File: config.mk
export PLATFORM = sky130hd
export DESIGN_NAME = pixel_sample_resolve_gamma_pack_core
export DESIGN_NICKNAME = d
export VERILOG_FILES = /design/src/design/psrg_pkg.sv /design/src/design/pixel_sample_resolve_gamma_pack_core.sv /design/src/design/psrg_div_pipe.sv /design/src/design/psrg_sqrt_pipe.sv
export VERILOG_INCLUDE_DIRS = /design/src /design/src/design
export SDC_FILE = /design/constraint.sdc
export NUM_CORES = 2
export LEC_CHECK = 0
export ABC_CLOCK_PERIOD_IN_PS = 19700
export BUFFER_PORTS_ARGS = -buffer_cell sky130_fd_sc_hd__buf_2
export CAP_MARGIN = 20
export CORE_ASPECT_RATIO = 0.75
export CORE_MARGIN = 2
export CORE_UTILIZATION = 60
export DETAILED_ROUTE_END_ITERATION = 10
export GPL_TIMING_DRIVEN = 1
export HOLD_SLACK_MARGIN = 0.15
export PLACE_DENSITY = 0.77
export SLEW_MARGIN = 30
export SYNTH_ARGS = -nofsm -noshare
export SYNTH_HDL_FRONTEND = slang
export SYNTH_HIERARCHICAL = 1
export SYNTH_SLANG_ARGS = --single-unit
File: constraint.sdc
create_clock -name aclk -period 19.7 [get_ports aclk]
set_input_delay 2.955 -clock aclk [delete_from_list [all_inputs] [get_ports aclk]]
set_output_delay 2.955 -clock aclk [all_outputs]
set_load 0.01 [all_outputs]
File: src/design/pixel_sample_resolve_gamma_pack_core_macros.svh
// assertion helpers shared by the resolve core
`ifndef PIXEL_SAMPLE_RESOLVE_GAMMA_PACK_CORE_MACROS_SVH
`define PIXEL_SAMPLE_RESOLVE_GAMMA_PACK_CORE_MACROS_SVH

`ifndef SYNTH
`define PSRG_ASSERT_IMP(lbl, clk, rst_n, ante, cons) \
    lbl: assert property (@(posedge clk) disable iff (!rst_n) (ante) |-> (cons)) \
        else $error("psrg same-cycle check failed");
`define PSRG_ASSERT_NXT(lbl, clk, rst_n, ante, cons) \
    lbl: assert property (@(posedge clk) disable iff (!rst_n) (ante) |=> (cons)) \
        else $error("psrg next-cycle check failed");
`else
`define PSRG_ASSERT_IMP(lbl, clk, rst_n, ante, cons)
`define PSRG_ASSERT_NXT(lbl, clk, rst_n, ante, cons)
`endif

`endif

File: src/design/psrg_pkg.sv
package psrg_pkg;

    localparam int NUM_CH     = 3;
    localparam int SUM_W      = 28;
    localparam int CNT_W      = 13;
    localparam int CH_W       = 8;
    localparam int PIX_W      = NUM_CH * CH_W;
    localparam int SQ_IN_W    = 2 * CH_W;
    localparam int SQ_REM_W   = CH_W + 2;
    localparam int DATA_W     = 32;
    localparam int ADDR_W     = 3;
    localparam int REG_IDX_W  = ADDR_W - 2;

    // iterations folded into one register stage
    localparam int DIV_STEPS  = 2;
    localparam int SQ_STEPS   = 2;
    localparam int DIV_STAGES = SUM_W / DIV_STEPS;
    localparam int SQ_STAGES  = CH_W / SQ_STEPS;

    localparam int CH_RED     = 0;
    localparam int CH_GREEN   = 1;
    localparam int CH_BLUE    = 2;

    localparam logic [REG_IDX_W-1:0] REG_SAMPLE_COUNT = '0;

    typedef logic [NUM_CH-1:0][SUM_W-1:0]    sum3_t;
    typedef logic [NUM_CH-1:0][CNT_W-1:0]    rem3_t;
    typedef logic [NUM_CH-1:0][SQ_IN_W-1:0]  sqin3_t;
    typedef logic [NUM_CH-1:0][SQ_REM_W-1:0] sqrem3_t;
    typedef logic [NUM_CH-1:0][CH_W-1:0]     root3_t;

endpackage

File: src/design/pixel_sample_resolve_gamma_pack_core.sv
// an accepted input beat passes through the divider stages and then the square-root stages to its result beat
// throughput: one pixel per cycle while m_ready is high; 14 divider stages and 4 square-root stages, 2 bits each
// each stage holds while full and blocked, so bubbles close up behind a stalled output
// reset: synchronous active-low aresetn empties the pipeline and sets sample_count to 1
`include "pixel_sample_resolve_gamma_pack_core_macros.svh"

module pixel_sample_resolve_gamma_pack_core
    import psrg_pkg::*;
#(
    parameter int MAX_SAMPLES = 4096,
    parameter int FRAC_BITS   = 16
) (
    input  logic              aclk,
    input  logic              aresetn,
    input  logic              psel,
    input  logic              penable,
    input  logic              pwrite,
    input  logic [ADDR_W-1:0] paddr,
    input  logic [DATA_W-1:0] pwdata,
    output logic [DATA_W-1:0] prdata,
    output logic              pready,
    input  logic              s_valid,
    output logic              s_ready,
    input  logic [SUM_W-1:0]  s_red_sum,
    input  logic [SUM_W-1:0]  s_green_sum,
    input  logic [SUM_W-1:0]  s_blue_sum,
    output logic              m_valid,
    input  logic              m_ready,
    output logic [PIX_W-1:0]  m_packed_pixel
);

    localparam logic [CNT_W-1:0] CNT_CAP =
        (MAX_SAMPLES >= (1 << CNT_W) - 1) ? {CNT_W{1'b1}} : CNT_W'(MAX_SAMPLES);

    logic [CNT_W-1:0] count_reg;
    logic [CNT_W-1:0] count_next;
    logic [CNT_W-1:0] eff_count_reg;
    logic [CNT_W-1:0] eff_count_next;
    logic             cfg_hit;
    sum3_t            in_sum;
    logic             mid_valid;
    logic             mid_ready;
    sum3_t            mid_quot;

    assign pready  = 1'b1;
    assign cfg_hit = psel && penable && pwrite && pready &&
                     (paddr[ADDR_W-1:2] == REG_SAMPLE_COUNT);
    assign prdata  = (paddr[ADDR_W-1:2] == REG_SAMPLE_COUNT) ?
                     {{(DATA_W-CNT_W){1'b0}}, count_reg} : '0;

    // divisor is cleaned up once at write time: zero acts as one, large counts cap
    always_comb begin
        count_next = pwdata[CNT_W-1:0];
        priority if (count_next == '0) begin
            eff_count_next = CNT_W'(1);
        end else if (count_next > CNT_CAP) begin
            eff_count_next = CNT_CAP;
        end else begin
            eff_count_next = count_next;
        end
    end

    always_ff @(posedge aclk) begin
        if (!aresetn) begin
            count_reg     <= CNT_W'(1);
            eff_count_reg <= CNT_W'(1);
        end else if (cfg_hit) begin
            count_reg     <= count_next;
            eff_count_reg <= eff_count_next;
        end
    end

    always_comb begin
        in_sum         = '0;
        in_sum[CH_RED]   = s_red_sum;
        in_sum[CH_GREEN] = s_green_sum;
        in_sum[CH_BLUE]  = s_blue_sum;
    end

    psrg_div_pipe u_div (
        .aclk      (aclk),
        .aresetn   (aresetn),
        .in_count  (eff_count_reg),
        .in_valid  (s_valid),
        .in_ready  (s_ready),
        .in_sum    (in_sum),
        .out_valid (mid_valid),
        .out_ready (mid_ready),
        .out_quot  (mid_quot)
    );

    psrg_sqrt_pipe #(
        .FRAC_BITS (FRAC_BITS)
    ) u_sqrt (
        .aclk      (aclk),
        .aresetn   (aresetn),
        .in_valid  (mid_valid),
        .in_ready  (mid_ready),
        .in_quot   (mid_quot),
        .out_valid (m_valid),
        .out_ready (m_ready),
        .out_pixel (m_packed_pixel)
    );

    `PSRG_ASSERT_IMP(a_cnt_nonzero, aclk, aresetn, 1'b1, eff_count_reg != '0)
    `PSRG_ASSERT_IMP(a_cnt_capped, aclk, aresetn, 1'b1, eff_count_reg <= CNT_CAP)

endmodule

File: src/design/psrg_div_pipe.sv
`include "pixel_sample_resolve_gamma_pack_core_macros.svh"

module psrg_div_pipe
    import psrg_pkg::*;
(
    input  logic             aclk,
    input  logic             aresetn,
    input  logic [CNT_W-1:0] in_count,
    input  logic             in_valid,
    output logic             in_ready,
    input  sum3_t            in_sum,
    output logic             out_valid,
    input  logic             out_ready,
    output sum3_t            out_quot
);

    logic [DIV_STAGES-1:0] valid_reg;
    logic [DIV_STAGES-1:0] stage_ready;
    sum3_t                 work_reg [DIV_STAGES];
    rem3_t                 rem_reg  [DIV_STAGES];

    // restoring long division: dividend bits leave the top of work, quotient bits enter below
    for (genvar k = 0; k < DIV_STAGES; k++) begin : g_stage
        logic  up_valid;
        sum3_t up_work;
        rem3_t up_rem;
        sum3_t work_next;
        rem3_t rem_next;

        if (k == 0) begin : g_first
            assign up_valid = in_valid;
            assign up_work  = in_sum;
            assign up_rem   = '0;
        end else begin : g_rest
            assign up_valid = valid_reg[k-1];
            assign up_work  = work_reg[k-1];
            assign up_rem   = rem_reg[k-1];
        end

        if (k == DIV_STAGES - 1) begin : g_tail
            assign stage_ready[k] = ~valid_reg[k] | out_ready;
        end else begin : g_mid
            assign stage_ready[k] = ~valid_reg[k] | stage_ready[k+1];
        end

        always_comb begin
            logic [CNT_W:0] trial;
            logic           qbit;
            work_next = up_work;
            rem_next  = up_rem;
            for (int c = 0; c < NUM_CH; c++) begin
                for (int s = 0; s < DIV_STEPS; s++) begin
                    trial = {rem_next[c], work_next[c][SUM_W-1]};
                    qbit  = (trial >= {1'b0, in_count});
                    if (qbit) begin
                        trial = trial - {1'b0, in_count};
                    end
                    rem_next[c]  = trial[CNT_W-1:0];
                    work_next[c] = {work_next[c][SUM_W-2:0], qbit};
                end
            end
        end

        always_ff @(posedge aclk) begin
            if (!aresetn) begin
                valid_reg[k] <= 1'b0;
            end else if (stage_ready[k]) begin
                valid_reg[k] <= up_valid;
            end
        end

        always_ff @(posedge aclk) begin
            if (stage_ready[k] && up_valid) begin
                work_reg[k] <= work_next;
                rem_reg[k]  <= rem_next;
            end
        end
    end

    assign in_ready  = stage_ready[0];
    assign out_valid = valid_reg[DIV_STAGES-1];
    assign out_quot  = work_reg[DIV_STAGES-1];

    `PSRG_ASSERT_NXT(a_div_hold, aclk, aresetn, out_valid && !out_ready, out_valid && $stable(out_quot))
    `PSRG_ASSERT_IMP(a_div_rdy, aclk, aresetn, !out_valid, in_ready)

endmodule

File: src/design/psrg_sqrt_pipe.sv
`include "pixel_sample_resolve_gamma_pack_core_macros.svh"

module psrg_sqrt_pipe
    import psrg_pkg::*;
#(
    parameter int FRAC_BITS = 16
) (
    input  logic             aclk,
    input  logic             aresetn,
    input  logic             in_valid,
    output logic             in_ready,
    input  sum3_t            in_quot,
    output logic             out_valid,
    input  logic             out_ready,
    output logic [PIX_W-1:0] out_pixel
);

    localparam int UP_SH   = (FRAC_BITS <= SQ_IN_W) ? SQ_IN_W - FRAC_BITS : 0;
    localparam int DOWN_SH = (FRAC_BITS > SQ_IN_W) ? FRAC_BITS - SQ_IN_W : 0;
    localparam logic [SUM_W-1:0] MEAN_MAX = SUM_W'((64'd1 << FRAC_BITS) - 64'd1);

    logic [SQ_STAGES-1:0] valid_reg;
    logic [SQ_STAGES-1:0] stage_ready;
    sqin3_t               vin_reg  [SQ_STAGES];
    sqrem3_t              srem_reg [SQ_STAGES];
    root3_t               root_reg [SQ_STAGES];
    sqin3_t               scaled;

    // saturate the mean just under one, then line it up as 16 fraction bits
    always_comb begin
        logic [SUM_W-1:0] mean;
        for (int c = 0; c < NUM_CH; c++) begin
            mean      = (in_quot[c] > MEAN_MAX) ? MEAN_MAX : in_quot[c];
            scaled[c] = SQ_IN_W'((mean << UP_SH) >> DOWN_SH);
        end
    end

    for (genvar k = 0; k < SQ_STAGES; k++) begin : g_stage
        logic    up_valid;
        sqin3_t  up_v;
        sqrem3_t up_rem;
        root3_t  up_root;
        sqin3_t  v_next;
        sqrem3_t rem_next;
        root3_t  root_next;

        if (k == 0) begin : g_first
            assign up_valid = in_valid;
            assign up_v     = scaled;
            assign up_rem   = '0;
            assign up_root  = '0;
        end else begin : g_rest
            assign up_valid = valid_reg[k-1];
            assign up_v     = vin_reg[k-1];
            assign up_rem   = srem_reg[k-1];
            assign up_root  = root_reg[k-1];
        end

        if (k == SQ_STAGES - 1) begin : g_tail
            assign stage_ready[k] = ~valid_reg[k] | out_ready;
        end else begin : g_mid
            assign stage_ready[k] = ~valid_reg[k] | stage_ready[k+1];
        end

        // one root bit per step, two radicand bits consumed
        always_comb begin
            logic [SQ_REM_W+1:0] trial;
            logic [SQ_REM_W+1:0] sub;
            logic                rbit;
            v_next    = up_v;
            rem_next  = up_rem;
            root_next = up_root;
            for (int c = 0; c < NUM_CH; c++) begin
                for (int s = 0; s < SQ_STEPS; s++) begin
                    trial = {rem_next[c], v_next[c][SQ_IN_W-1 -: 2]};
                    sub   = {2'b00, root_next[c], 2'b01};
                    rbit  = (trial >= sub);
                    if (rbit) begin
                        trial = trial - sub;
                    end
                    rem_next[c]  = trial[SQ_REM_W-1:0];
                    root_next[c] = {root_next[c][CH_W-2:0], rbit};
                    v_next[c]    = {v_next[c][SQ_IN_W-3:0], 2'b00};
                end
            end
        end

        always_ff @(posedge aclk) begin
            if (!aresetn) begin
                valid_reg[k] <= 1'b0;
            end else if (stage_ready[k]) begin
                valid_reg[k] <= up_valid;
            end
        end

        always_ff @(posedge aclk) begin
            if (stage_ready[k] && up_valid) begin
                vin_reg[k]  <= v_next;
                srem_reg[k] <= rem_next;
                root_reg[k] <= root_next;
            end
        end
    end

    assign in_ready  = stage_ready[0];
    assign out_valid = valid_reg[SQ_STAGES-1];
    assign out_pixel = {root_reg[SQ_STAGES-1][CH_RED],
                        root_reg[SQ_STAGES-1][CH_GREEN],
                        root_reg[SQ_STAGES-1][CH_BLUE]};

    logic [SQ_REM_W-1:0] twice_red_root;
    assign twice_red_root = {1'b0, root_reg[SQ_STAGES-1][CH_RED], 1'b0};

    // remainder of an exact floor root never exceeds twice the root
    `PSRG_ASSERT_IMP(a_sq_rem, aclk, aresetn, out_valid, srem_reg[SQ_STAGES-1][CH_RED] <= twice_red_root)

endmodule

After elaboration in Yosys (flattened, before gate mapping):

Memories as Yosys holds them, arrays and structs flattened.
Index checks and enable logic that the tools add are counted.

* reductions and logical operators: 22
* bitwise logic cells: 37
* muxes and demuxes: 150
* add/subtract/negate cells: 108
* magnitude comparators: 112

Operators by type and width (number)
* $ge 14x13->1: 81
* $mux 13: 87
* $sub 13x13->13: 81
* $mux 10: 24
* $ge 12x10->1: 18
* $sub 10x10->10: 18
* $gt 28x16->1 const B: 3
* $mux 16: 3
* $ge 1x13->1: 3
* $sub 1x13->13: 3
* $ge 12x3->1: 3
* $mux 1: 36
* $sub 10x3->10: 3
* $logic_and 1x1->1: 21
* $not 1->1: 19
* $or 1x1->1: 18
* $gt 13x13->1 const B: 1
* $logic_not 13->1: 1
* $sub 2x1->3 const B: 3
* $ge 2x1->1 const B: 3

* output and inout port bits: 59
* logic and storage cells: 454
* memory bits (writable): 2082
* input port bits: 126
* memories kept: 5
* flip-flop bits (word level): 44

Memory list
* u_div.work_reg: words 14, width 84, rd ports 14, clocked after memory_dff 0, write ports 14, line psrg_div_pipe.sv:19 `sum3_t work_reg [DIV_STAGES];`
* u_div.rem_reg: words 14, width 39, rd ports 13, clocked after memory_dff 0, write ports 14, line psrg_div_pipe.sv:20 `rem3_t rem_reg [DIV_STAGES];`
* u_sqrt.vin_reg: words 4, width 36, rd ports 3, clocked after memory_dff 0, write ports 4, line psrg_sqrt_pipe.sv:24 `sqin3_t vin_reg [SQ_STAGES];`
* u_sqrt.srem_reg: words 4, width 30, rd ports 3, clocked after memory_dff 0, write ports 4, line psrg_sqrt_pipe.sv:25 `sqrem3_t srem_reg [SQ_STAGES];`
* u_sqrt.root_reg: words 4, width 24, rd ports 4, clocked after memory_dff 0, write ports 4, line psrg_sqrt_pipe.sv:26 `root3_t root_reg [SQ_STAGES];`

Depth between registers and ports, before layout:

* depth in word-level cells: 22
* gate-level depth with buffers: 24
* gate-level depth less buffers: 21

Cells and area by module:

Netlist, hierarchy kept.

By module, submodules not included
* psrg_div_pipe: area each 106891.3 sq um, sequential area each 50818.7 sq um, cells an instance 9147, times used 1
* psrg_sqrt_pipe: area each 13770.7 sq um, sequential area each 6566.3 sq um, cells an instance 1288, times used 1
* pixel_sample_resolve_gamma_pack_core: area each 1363.8 sq um, sequential area each 520.5 sq um, cells an instance 153, times used 1

Worst setup path after synthesis:

No wires, ideal clock.

* kind: in2reg
* from: input m_ready
* to: memory u_div/rem_reg[0][100] (netlist bit) (enable)
* stages on the path: 9
* arrival: 13324 ps
* buffers on the path: 0
* library setup time: 793 ps
* required time: 18907 ps
* path slack: 5583 ps
* cells stage by stage: nor2b_1 and2_0 nand3_1 and4b_1 and3_1 and3_1 and3_1 and3_1 a21boi_0

RTL lines
* from (decl): line pixel_sample_resolve_gamma_pack_core.sv:28 `input logic m_ready,`
* to (decl): line psrg_div_pipe.sv:20

Worst setup path after layout:

* from: input m_ready
* to: output s_ready

* word-level cells in the longest chain between the ends: 18

Ends and longest elaborated chain
* $or 1x1->1: line psrg_sqrt_pipe.sv:60 `assign stage_ready[k] = ~valid_reg[k] | out_ready;`
* $or 1x1->1 (3 in a row): line psrg_sqrt_pipe.sv:62 `assign stage_ready[k] = ~valid_reg[k] | stage_ready[k+1];`
* named net mid_ready: line pixel_sample_resolve_gamma_pack_core.sv:42 `logic mid_ready;`
* $or 1x1->1: line psrg_div_pipe.sv:41 `assign stage_ready[k] = ~valid_reg[k] | out_ready;`
* $or 1x1->1 (13 in a row): line psrg_div_pipe.sv:43 `assign stage_ready[k] = ~valid_reg[k] | stage_ready[k+1];`
* to (decl): line pixel_sample_resolve_gamma_pack_core.sv:23 `output logic s_ready,`

The timed path passes the listed nets, and every way through them passes these cells.

==> run summary <==
Status - completed
Share of cells above drive strength 1 - 13.6%
CORE AREA - 202000 sq um
H-tree depth - 4
IO buf count - 143
Synth Area in XOR/XNOR - 6.05%
Slew Viols, Final - 0
Main combinational cell family by area after synthesis - compound AO/OA/AOI/OAI gates
Sequential share of power - 36.0%
CTS tree - done
Clk root buf - clkbuf_16
Clk pwr share - 28.1%
R2R cell count - 21
R2R Setup Slk - 11540 ps
Crit-path slowest cell - and4b_1
Dpl ws - 9830 ps
First-pass GRT wire length - 450000 um
Final WS setup - 9790 ps
Setup TNS - 0 ps
Min-Delay Startpoint - u_div/work_reg[0][599]$_DFFE_PP_
Routed Antenna Nets - 0
Area grow syn2layout - 9.24%
Gate power share - 35.8%
Sw Ratio - 31.2%
Post-synth ARST share - 0%
Wire per inst - 20.7 um
Uppermost routed layer - met4
Clock Tree Buf Depth - 4
Hpwl dp - 205000 um
Post-Syn Area - 122000 sq um
Pwr per Cell Area - 104 nW/um^2
Worst Path Max Fanout - 6
Final net count - 12300
Hold-fix buffers at CTS - 0
Synthesized area per cell - 11.5 sq um
#FFs+latches synth - 1943
Worst setup path start - m_ready
Hold WC Path Type - flip-flop to flip-flop
DRC errors left - 0
Maximum vdd ir drop - 0.0954 mV
Setup CP Type - input port to output port
Clock sinks - 1943
Crit path arrival time - 6960 ps
Final Hold Vio Count - 0
NetSw - 4.31 mW
Synthesis warning total - 6
RSZ-0062 raised after global routing - false
Met3 WL - 19100 um
GPL Wtd Cong - 0.931
Max FFs per register - 1176
Seq/Total Area, Yosys - 47.5%
Cell count after placement - 13400
Total number of vias - 85100
Met1 wire length - 130000 um
Routed vias/inst - 6.18
CP required - 16750 ps
Starting Density - 60.3%
Max Freq - 0.101 GHz
Critical Path End Type - output port
Inserted Clock Buffers - 198
Final Critical Period - 9910 ps
Final Util - 65.9%
Setup Skew - 93.1 ps
Die height - 395 um
Leak pwr - 48.7 nW
Setup Buffers After CTS - 0
Tot GR Track Use - 26.9%
Adder-Cell Fraction of Synth Area - 13.4%
CP peak stage delay - 710 ps
Crit path top cell by count - and3_1
Total die area - 207000 sq um
Grt ovf - 0
Clock transition at path regs - 60 ps
Worst Path Buf+Inv - 2
R2R Path End - u_div/rem_reg[1][25]$_DFFE_PP_
Syn Inst Count - 10600
Ports - 185
Least-Margin Pin Slew - 982 ps
Main synth FF type - edfxtp_1
Width of the die - 525 um
Worst path depth - 12
Library cells used by synthesis - 110
CTS resizes - 0
Setup Viol. Count Final - 0
Largest net degree at the start of global routing - 80
Clk_lat worst skew - 900 ps
Commonest non-fill, non-tap cell in the layout - edfxtp_1
DR pass1 iterations - 9
Met2 WL post-DR - 127000 um
CP delay by family, top - simple AND/OR/NAND/NOR gates
Mux contribution to synthesized area - 6.75%
Ratio of final minimum period to clock period - 50.3%
Setup crit start kind - input port
Fillers - 15000
Total Wirelength - 285000 um
Initial antenna violation count - 7
Starting DRC count in detailed routing - 7154
Layout Cells excl Fill - 13800
Reg2reg start - eff_count_reg[0]$_SDFFE_PN1P_
Synth Area in Compound Gates - 13.5%
Synth Area in Simple Gates - 10.7%
Slew Limit Headroom - 34.5%
CP endpoint - s_ready
Number of synthesized flops with an enable pin - 1899
Critical path cell sequence - buf_2 -> nor2b_1 -> and2_0 -> nand3_1 -> and4b_1 -> and3_1 -> and3_1 -> and3_1 -> and3_1 -> and3_1 -> nand2_1 -> buf_2
Most frequent cells in the layout - 1899 x edfxtp_1, 1179 x ha_1, 883 x a21oi_1
MaxCap Viol Count - 0
Number of global-route vias before repair - 83000
Pint - 9.50 mW
Cell Rows - 143
[metal layers]
layer / GRT usage (%) / up-vias
li1: - / 40800
met1: 38.8 / 40900
met2: 42.6 / 2806
met3: 3.39 / 579
met4: 8.26 / 0
met5: 0 / -
[synth_stat cells, drive strengths merged (35+ instances only)]
master   instances  area [sq um]
xnor2          553          4840
and3            35           219
inv            470          1760
fa              78          1560
nor3           301          1510
a21o           201          1510
ha            1179         14800
a211oi          92           691
and2            38           238
nand4          199          1250
o221ai          35           307
nor4            42           297
clkbuf          67           251
nor2b          201          1260
edfxtp        1899         57000
o21bai          42           338
o31ai           76           581
nand3          146           741
o211ai          50           375
a21boi          51           435
mux2           630          7250
mux2i           98           981
or3             76           475
xor2           290          2540
a21oi          915          4690
nand2          645          2440
o21ai          514          2600
a31oi           56           350
nor2           654          2470
o21a           226          1700
or2            138           863
dfxtp           44           881
a2111oi         43           683
nand2b          76           475
buf             90           627
o31a            51           447
[power groups by stage]
stage	sequential (mW)	clock [mW]	combinational, mW
floorplan	5.03	0	3.94
global placement	5.05	0	4.66
detailed placement	5.06	0	4.83
CTS	4.97	3.97	4.88
global route	4.98	4.12	5.44
finish	4.97	3.89	4.95
[kinds of logic after synthesis]
kind of cell,Yosys count
AO/OA/AOI/OAI,2543
XOR/XNOR,843
adder cells (fa/ha/maj),1257
buffers and inverters,629
flip-flops,1943
multiplexers,728
other,2
AND/OR/NAND/NOR,2643
[cell type report]
class	instances	area [sq um]	share of cell area, %
Multi-Input combinational cell	8034	61800	46.3
Sequential cell	1943	57900	43.4
Clock buffer	223	5190	3.90
Tap cell	2682	3360	2.52
Inverter	472	1810	1.36
Timing Repair Buffer	265	1740	1.30
Clock inverter	133	1510	1.13
Antenna cell	3	7.51	0.00563
[stage by stage]
| step | hold WS [ps] | instance area [sq um] | power [mW] |
|---|---|---|---|
| detailed placement | 405 | 127000 | 9.89 |
| global placement | 400 | 126000 | 9.71 |
| CTS | 340 | 133000 | 13.8 |
| floorplan | 400 | 122000 | 8.98 |
| finish | 344 | 133000 | 13.8 |
| global route | 332 | 133000 | 14.5 |
[worst reg2reg max path: stages, from the launching register on]
cell      delay, ps
dfxtp_4         660
buf_4           470
buf_4           510
ha_1            290
inv_1            60
fa_1            450
a211oi_1        260
nor2_1          120
o41ai_1         590
o21ai_0         310
o21ai_0         210
and2_0          720
mux2_2          450
ha_1            360
a21oi_1         200
o21ai_0         120
or3_1           320
o221a_2         250
o41a_1          350
o21ai_0         160
and3b_1         620
mux2_2          430
[worst min path at each step]
stage                                        to  slack [ps]  cells past startpoint
5_1_grt        u_div/work_reg[0][595]$_DFFE_PP_         330                      0
4_1_cts        u_div/work_reg[0][595]$_DFFE_PP_         340                      0
6_report        u_div/work_reg[1][13]$_DFFE_PP_         340                      0
3_3_place_gp    u_sqrt/vin_reg[2][35]$_DFFE_PP_         400                      0
2_1_floorplan  u_div/work_reg[0][100]$_DFFE_PP_         400                      0
3_5_place_dp   u_div/work_reg[0][108]$_DFFE_PP_         400                      0
Power figures use the tool's default switching activity.
